--- src/rtl/gdd_pkg.sv ---
// shared types, constants and month table for the gregorian day difference block
package gdd_pkg;

    localparam int YEAR_W       = 14;
    localparam int MONTH_W      = 4;
    localparam int DAY_W        = 5;
    localparam int COUNT_W      = 22;
    localparam int COUNT_MAX    = 4194303;
    localparam int MAX_YEAR_DEF = 9999;

    localparam int IN_TDATA_W   = 48;
    localparam int OUT_TDATA_W  = 24;

    localparam int STAGES       = 5;

    // floor(y / 100) as (y * 5243) >> 19, exact for y below 43690
    localparam int RECIP_100    = 5243;
    localparam int RECIP_SHIFT  = 19;
    localparam int RECIP_W      = 13;
    localparam int PROD_W       = YEAR_W + RECIP_W;
    localparam int Q100_W       = 8;
    localparam int DIV_100      = 100;
    localparam int DAYS_PER_YR  = 365;

    localparam int MSTART_W     = 9;
    localparam int DOY_W        = 10;
    localparam int LEAPS_W      = 13;
    localparam int Y365_W       = 23;
    localparam int DAYS_W       = 23;

    typedef struct packed {
        logic [YEAR_W-1:0]  year;
        logic [MONTH_W-1:0] month;
        logic [DAY_W-1:0]   day;
    } t_date;

    typedef struct packed {
        logic [STAGES-1:0] adv;
        logic [STAGES-1:0] vld;
    } t_pipe_ctl;

    // days in the months before the given month, month zero and months past twelve clipped
    function automatic logic [MSTART_W-1:0] month_start(input logic [MONTH_W-1:0] m);
        logic [MSTART_W-1:0] v;
        unique case (m)
            4'd0:    v = 9'd0;
            4'd1:    v = 9'd0;
            4'd2:    v = 9'd31;
            4'd3:    v = 9'd59;
            4'd4:    v = 9'd90;
            4'd5:    v = 9'd120;
            4'd6:    v = 9'd151;
            4'd7:    v = 9'd181;
            4'd8:    v = 9'd212;
            4'd9:    v = 9'd243;
            4'd10:   v = 9'd273;
            4'd11:   v = 9'd304;
            4'd12:   v = 9'd334;
            default: v = 9'd365;
        endcase
        return v;
    endfunction

endpackage

--- src/rtl/gdd_pipe_ctl.sv ---
// valid bits and stall chain of the five stage pipeline
module gdd_pipe_ctl import gdd_pkg::*; (
    input  logic      i_clk,
    input  logic      i_rst_n,
    input  logic      i_s_tvalid,
    output logic      o_s_tready,
    input  logic      i_m_tready,
    output t_pipe_ctl o_ctl
);

    logic [STAGES-1:0] r_vld;
    logic [STAGES:0]   ready;
    logic [STAGES-1:0] vin;

    always_comb begin
        ready[STAGES] = i_m_tready;
        for (int k = STAGES - 1; k >= 0; k--) begin
            ready[k] = !r_vld[k] || ready[k+1];
        end
        vin = {r_vld[STAGES-2:0], i_s_tvalid};
    end

    always_ff @(posedge i_clk) begin
        if (!i_rst_n) begin
            r_vld <= '0;
        end else begin
            for (int k = 0; k < STAGES; k++) begin
                if (ready[k]) begin
                    r_vld[k] <= vin[k];
                end
            end
        end
    end

    assign o_s_tready = ready[0];
    assign o_ctl.adv  = vin & ready[STAGES-1:0];
    assign o_ctl.vld  = r_vld;

endmodule

--- src/rtl/gdd_date_days.sv ---
// day number of one date since year zero, over stages one to three
module gdd_date_days import gdd_pkg::*; (
    input  logic              i_clk,
    input  t_pipe_ctl         i_ctl,
    input  t_date             i_date,
    output logic [DAYS_W-1:0] o_days
);

    // stage one
    logic [YEAR_W-1:0]   r_y1;
    logic [DAY_W-1:0]    r_d1;
    logic [MSTART_W-1:0] r_mstart1;
    logic                r_late1;
    logic [Q100_W-1:0]   r_q100;
    logic [PROD_W-1:0]   n_prod;

    // stage two
    logic [Y365_W-1:0]   r_y365;
    logic [LEAPS_W-1:0]  r_leaps;
    logic [DOY_W-1:0]    r_doy;

    logic [YEAR_W-1:0]   n_rem;
    logic [Q100_W:0]     n_c100;
    logic [Q100_W:0]     n_c400;
    logic [YEAR_W:0]     n_y3;
    logic [LEAPS_W-1:0]  n_leaps;
    logic                n_leap;
    logic [DOY_W-1:0]    n_doy;
    logic [Y365_W-1:0]   n_y365;

    // stage three
    logic [DAYS_W-1:0]   r_days;

    assign n_prod = PROD_W'(i_date.year) * PROD_W'(RECIP_100);

    always_ff @(posedge i_clk) begin
        if (i_ctl.adv[1]) begin
            r_y1      <= i_date.year;
            r_d1      <= i_date.day;
            r_mstart1 <= month_start(i_date.month);
            r_late1   <= (i_date.month >= MONTH_W'(3));
            r_q100    <= n_prod[RECIP_SHIFT+Q100_W-1:RECIP_SHIFT];
        end
    end

    always_comb begin
        n_rem   = r_y1 - YEAR_W'(YEAR_W'(r_q100) * YEAR_W'(DIV_100));
        n_c100  = {1'b0, r_q100} + (Q100_W+1)'(n_rem != '0);
        n_c400  = (n_c100 + (Q100_W+1)'(3)) >> 2;
        n_y3    = {1'b0, r_y1} + (YEAR_W+1)'(3);
        n_leaps = n_y3[YEAR_W:2] - LEAPS_W'(n_c100) + LEAPS_W'(n_c400);
        n_leap  = (r_y1[1:0] == 2'b00) && ((n_rem != '0) || (r_q100[1:0] == 2'b00));
        n_doy   = DOY_W'(r_mstart1) + DOY_W'(r_late1 && n_leap) + DOY_W'(r_d1);
        n_y365  = Y365_W'(r_y1) * Y365_W'(DAYS_PER_YR);
    end

    always_ff @(posedge i_clk) begin
        if (i_ctl.adv[2]) begin
            r_y365  <= n_y365;
            r_leaps <= n_leaps;
            r_doy   <= n_doy;
        end
    end

    always_ff @(posedge i_clk) begin
        if (i_ctl.adv[3]) begin
            r_days <= DAYS_W'(r_y365) + DAYS_W'(r_leaps) + DAYS_W'(r_doy);
        end
    end

    assign o_days = r_days;

endmodule

--- src/rtl/gregorian_day_difference.sv ---
// top level of the gregorian day difference block
// Takes one beat per clock when not held by backpressure and returns one result beat after the five
// register stages: year clamp, reciprocal multiply for the hundreds count with the order
// compare, leap count and 365 multiply, day number sum, and the final difference with
// clamping. Backpressure holds each occupied stage that cannot move on while empty stages
// keep filling, so no beat is lost or repeated and bubbles close up.
// A start date after the end date gives order_error set and a zero count; the count
// saturates at 4194303 and never goes below zero. count_last_day adds one day.
module gregorian_day_difference import gdd_pkg::*; #(
    parameter int MAX_YEAR = MAX_YEAR_DEF
) (
    input  logic                   i_clk,
    input  logic                   i_rst_n,
    input  logic                   i_cfg_wr_en,
    input  logic                   i_cfg_wr_data,  // count_last_day
    input  logic                   s_axis_tvalid,
    output logic                   s_axis_tready,
    // start_year, start_month, start_day, end_year, end_month, end_day, zero pad
    input  logic [IN_TDATA_W-1:0]  s_axis_tdata,
    output logic                   m_axis_tvalid,
    input  logic                   m_axis_tready,
    // day_count, zero pad
    output logic [OUT_TDATA_W-1:0] m_axis_tdata,
    // order_error
    output logic                   m_axis_tuser
);

    localparam logic [YEAR_W:0] MAX_YEAR_V = (YEAR_W+1)'(MAX_YEAR);
    localparam logic signed [DAYS_W+1:0] COUNT_MAX_S = (DAYS_W+2)'(COUNT_MAX);

    t_pipe_ctl ctl;
    t_date     in_start;
    t_date     in_end;
    t_date     r_start;
    t_date     r_end;
    logic      r_count_last;
    logic      r_err1;
    logic      r_err2;
    logic      r_err3;
    logic      n_before;
    logic [DAYS_W-1:0] days_start;
    logic [DAYS_W-1:0] days_end;
    logic signed [DAYS_W+1:0] n_diff;
    logic [COUNT_W-1:0] n_count;
    logic [COUNT_W-1:0] r_count;
    logic               r_err;

    function automatic logic [YEAR_W-1:0] clamp_year(input logic [YEAR_W-1:0] y);
        return ({1'b0, y} > MAX_YEAR_V) ? MAX_YEAR_V[YEAR_W-1:0] : y;
    endfunction

    always_ff @(posedge i_clk) begin
        if (!i_rst_n) begin
            r_count_last <= 1'b0;
        end else if (i_cfg_wr_en) begin
            r_count_last <= i_cfg_wr_data;
        end
    end

    gdd_pipe_ctl u_ctl (
        .i_clk      (i_clk),
        .i_rst_n    (i_rst_n),
        .i_s_tvalid (s_axis_tvalid),
        .o_s_tready (s_axis_tready),
        .i_m_tready (m_axis_tready),
        .o_ctl      (ctl)
    );

    always_comb begin
        in_start.year  = clamp_year(s_axis_tdata[13:0]);
        in_start.month = s_axis_tdata[17:14];
        in_start.day   = s_axis_tdata[22:18];
        in_end.year    = clamp_year(s_axis_tdata[36:23]);
        in_end.month   = s_axis_tdata[40:37];
        in_end.day     = s_axis_tdata[45:41];
    end

    always_ff @(posedge i_clk) begin
        if (ctl.adv[0]) begin
            r_start <= in_start;
            r_end   <= in_end;
        end
    end

    // year, then month, then day
    always_comb begin
        if (r_end.year != r_start.year) begin
            n_before = r_end.year < r_start.year;
        end else if (r_end.month != r_start.month) begin
            n_before = r_end.month < r_start.month;
        end else begin
            n_before = r_end.day < r_start.day;
        end
    end

    always_ff @(posedge i_clk) begin
        if (ctl.adv[1]) begin
            r_err1 <= n_before;
        end
        if (ctl.adv[2]) begin
            r_err2 <= r_err1;
        end
        if (ctl.adv[3]) begin
            r_err3 <= r_err2;
        end
    end

    gdd_date_days u_days_start (
        .i_clk  (i_clk),
        .i_ctl  (ctl),
        .i_date (r_start),
        .o_days (days_start)
    );

    gdd_date_days u_days_end (
        .i_clk  (i_clk),
        .i_ctl  (ctl),
        .i_date (r_end),
        .o_days (days_end)
    );

    always_comb begin
        n_diff = $signed({2'b00, days_end}) - $signed({2'b00, days_start})
               + $signed({{(DAYS_W+1){1'b0}}, r_count_last});
        if (r_err3 || (n_diff < 0)) begin
            n_count = '0;
        end else if (n_diff > COUNT_MAX_S) begin
            n_count = COUNT_MAX_S[COUNT_W-1:0];
        end else begin
            n_count = n_diff[COUNT_W-1:0];
        end
    end

    always_ff @(posedge i_clk) begin
        if (ctl.adv[4]) begin
            r_count <= n_count;
            r_err   <= r_err3;
        end
    end

    assign m_axis_tvalid = ctl.vld[STAGES-1];
    assign m_axis_tdata  = {{(OUT_TDATA_W-COUNT_W){1'b0}}, r_count};
    assign m_axis_tuser  = r_err;

endmodule

--- config.mk ---
export PLATFORM = sky130hd
export DESIGN_NAME = gregorian_day_difference
export DESIGN_NICKNAME = d
export VERILOG_FILES = /design/src/rtl/gdd_pkg.sv /design/src/rtl/gdd_pipe_ctl.sv /design/src/rtl/gdd_date_days.sv /design/src/rtl/gregorian_day_difference.sv
export SDC_FILE = /design/constraint.sdc
export NUM_CORES = 1
export LEC_CHECK = 0
export BUFFER_PORTS_ARGS = -buffer_cell sky130_fd_sc_hd__buf_2
export CELL_PAD_IN_SITES_DETAIL_PLACEMENT = 0
export CELL_PAD_IN_SITES_GLOBAL_PLACEMENT = 1
export CORE_MARGIN = 2
export CORE_UTILIZATION = 45
export DETAILED_ROUTE_END_ITERATION = 7
export PLACE_DENSITY_LB_ADDON = 0.1
export SLEW_MARGIN = 20
export SYNTH_ARGS = -nofsm -noshare
export SYNTH_HDL_FRONTEND = slang
export SYNTH_SLANG_ARGS = --single-unit
--- constraint.sdc ---
create_clock -name i_clk -period 10.4 [get_ports i_clk]
set_input_delay 2.08 -clock i_clk [delete_from_list [all_inputs] [get_ports i_clk]]
set_output_delay 2.08 -clock i_clk [all_outputs]
set_load 0.005 [all_outputs]
==> reports/metrics.cfg <==
[placement]
port_buffers=76
dp.cells=3683
dp_hpwl_um=51100
place_congestion=0.844

[sta]
period_share=0.797
tns_ns=0
relSlewSlack=0.318
fin_worst_skew_ns=0.0285
finalSetupViolCount=0
worst_pin_slew_ns=1.02
rsz0062_at_grt=false
fmax_ghz=0.121
period_needed_ns=8.29
finalMaxSlewViolations=0
final_hold_viol_count=0

[final_layout]
area_growth_pct=9.31
drive_gt1_frac=0.0668
final_common_cell=inv_1
nets=3686
fin_cells=3752
diodes=0
final_cell_mix=560 x inv_1, 509 x ha_1, 284 x edfxtp_1

[power_and_ir_drop]
power_frac_comb=0.641
leakage_nw=15.1
vdd_ir_drop_max_mv=0.255
p_int_mw=4.97
p_sw_frac=0.424
p_clk_frac=0.159
seqPwrFrac=0.200
switchingPower_mw=3.65
power.density_mw_per_mm2=264

[critical_path]
r2r_end=u_days_start.r_leaps[10]
cp_common_cell=ha_1
crit_path_max_fanout=5
slowest_stage=nor4_1
slowest_delay_ns=0.63
worst_ep_required_time_ns=10.71
r2r_slack_ns=2.11
cp-end-kind=register
crit_start=u_days_start.r_q100[2]
critical_path_class=register to register
reg2reg_depth=30
cp_data_arrival_time_ns=8.60
worst_setup_path_start_kind=register
worstReg2RegStart=u_days_start.r_q100[2]
cp-endpoint=u_days_start.r_leaps[10]

[logic_synthesis]
synthCells=2765
ys_warn_count=0
synthArstFlopShare=0
yosys-top-cells-area=edfxtp_1 29%, ha_1 21%, fa_1 18%
seq_area_frac_synth=0.290
yosysUniqueCellTypes=80
synth_enable_flop_cells=284
synth_top_area_cell=edfxtp_1
avgSynthCellArea_um2=10.8
yosysTopAreaCellShare=0.286
mappedNetlistArea_mm2=0.0298
ys_seq_elements=290
ys.flop_type=edfxtp_1

[clocking]
clock-sinks=290
cts_max_level=2
clockRootBuffer=clkbuf_16
hold_buffers=0
cts_inserted_buffers=38
cts_setup_buffers=0
post_cts_resize_count=0
clk_pin_slew_worst_paths_ns=0.06
clkLatencyLatePin_ns=0.57
clock_tree.buffer_depth=3
cts_tree=done

[drt]
via_per_inst=5.09
wl_per_cell_um=16.2
drtAntennaViolNets=0
drt_iter0_markers=766
drc=0
wl_um=60900
routed-via-count=19084
drt_first_pass_iters=5

[flow_run]
cap_violations=0

[floorplan]
fp.coreArea_mm2=0.0657
die_x_um=261
io_pins=81
row_count=94
die_h_um=261
initial_core_util=0.454
dieArea_mm2=0.0684

[grt]
grt_max_degree=48
antenna_found_initial=2
grt_overflow_total=0
grt_pass1_vias=19959
grt_pass1_wl_um=102000
grt_util_all_layers=0.187

[status]
outcome=finished clean

[hold_path]
hold_path_class=register to register

-- registers in the layout, indices dropped and copies added (netlist names), 9 cells and up --
| signal | count |
|---|---|
| u_days_start.r_y1 | 14 |
| u_days_end.r_y1 | 14 |
| u_days_start.r_mstart1 | 9 |
| u_days_end.r_y365 | 23 |
| u_days_start.r_leaps | 13 |
| r_end | 23 |
| u_days_start.o_days | 23 |
| u_days_end.r_leaps | 13 |
| r_start | 23 |
| u_days_start.r_doy | 10 |
| u_days_start.r_y365 | 23 |
| u_days_end.r_mstart1 | 9 |
| u_days_end.r_doy | 10 |
| r_count | 22 |
| u_days_end.o_days | 23 |
-- power groups by stage --
stage	Combinational, mW	Clock [mW]	Sequential [mW]
floorplan	4.38	0	1.70
global placement	5.42	0	1.75
detailed placement	5.55	0	1.76
CTS	5.62	1.42	1.73
global route	6.45	1.46	1.75
finish	5.52	1.37	1.73
-- per-stage QoR --
step            util  power [mW]  setup slack [ns]  hold WS, ns  cell area [um^2]
4_1_cts        0.495        8.78              2.03        0.429             32600
5_1_grt        0.496        9.65              1.49        0.440             32600
3_5_place_dp   0.475        7.31              2.09        0.415             31200
6_report       0.496        8.62              2.11        0.427             32600
2_1_floorplan      -        6.08              1.86        0.400             29800
3_3_place_gp   0.475        7.18              2.16        0.413             31200
-- layer usage --
metal | track usage | wire length [um]
met1 | 0.255 | 29100
met2 | 0.317 | 28900
met3 | 0.0208 | 1610
met4 | 0.0473 | 1280
met5 | 0 | 21
-- critical path, delay by kind of cell (launching register included) --
family,cells,cell delay (ns)
AO/OA/AOI/OAI,11,2.16
XOR/XNOR,3,0.50
adder cells (fa/ha/maj),9,3.03
buffers and inverters,1,0.06
flip-flops,1,0.49
AND/OR/NAND/NOR,6,1.84
-- synth_stat cells (all sizes together) (16+ instances only) --
cell      n
a21o     48
fa      263
nand2    73
nand3    47
inv     560
o21bai   21
ha      509
clkbuf   16
nor2b    40
nor3     46
nand2b   35
nand4    22
o21ai    79
and3     24
o21a     20
a21oi   102
xor2     68
xnor2   146
a211oi   20
edfxtp  284
a21boi   17
a31oi    29
nor2    113
-- layout make-up --
class | instances | area (um^2)
fill | 5961 | 33100
multi-input combinational | 1886 | 19000
sequential | 290 | 8650
inverter | 560 | 2100
tap | 864 | 1080
clock buffer | 44 | 1000
timing repair buffer | 84 | 460
clock inverter | 24 | 318
-- how the worst min path moves through the flow --
stage / start / end / slack (ns) / cells after the start
2_1_floorplan: r_err1 / r_err2 / 0.40 / 0
3_3_place_gp: r_err1 / r_err2 / 0.41 / 0
3_5_place_dp: r_err1 / r_err2 / 0.42 / 0
4_1_cts: r_err1 / r_err2 / 0.43 / 0
5_1_grt: r_err2 / r_err3 / 0.44 / 0
6_report: r_err1 / r_err2 / 0.43 / 0
-- kinds of logic (layout without fill, tap and decap cells) --
logic type,count (synthesis),after routing,share of synthesized area
buffers and inverters,590,712,0.0756
muxes,16,16,0.00638
and+or+nand+nor,471,471,0.0811
other,1,2,0.000126
DFF,290,290,0.290
AOI/OAI and AO/OA,409,409,0.0924
adders and majority gates,772,772,0.390
xor gates and xnor gates,216,216,0.0644
(Power assumes the default switching activity.)
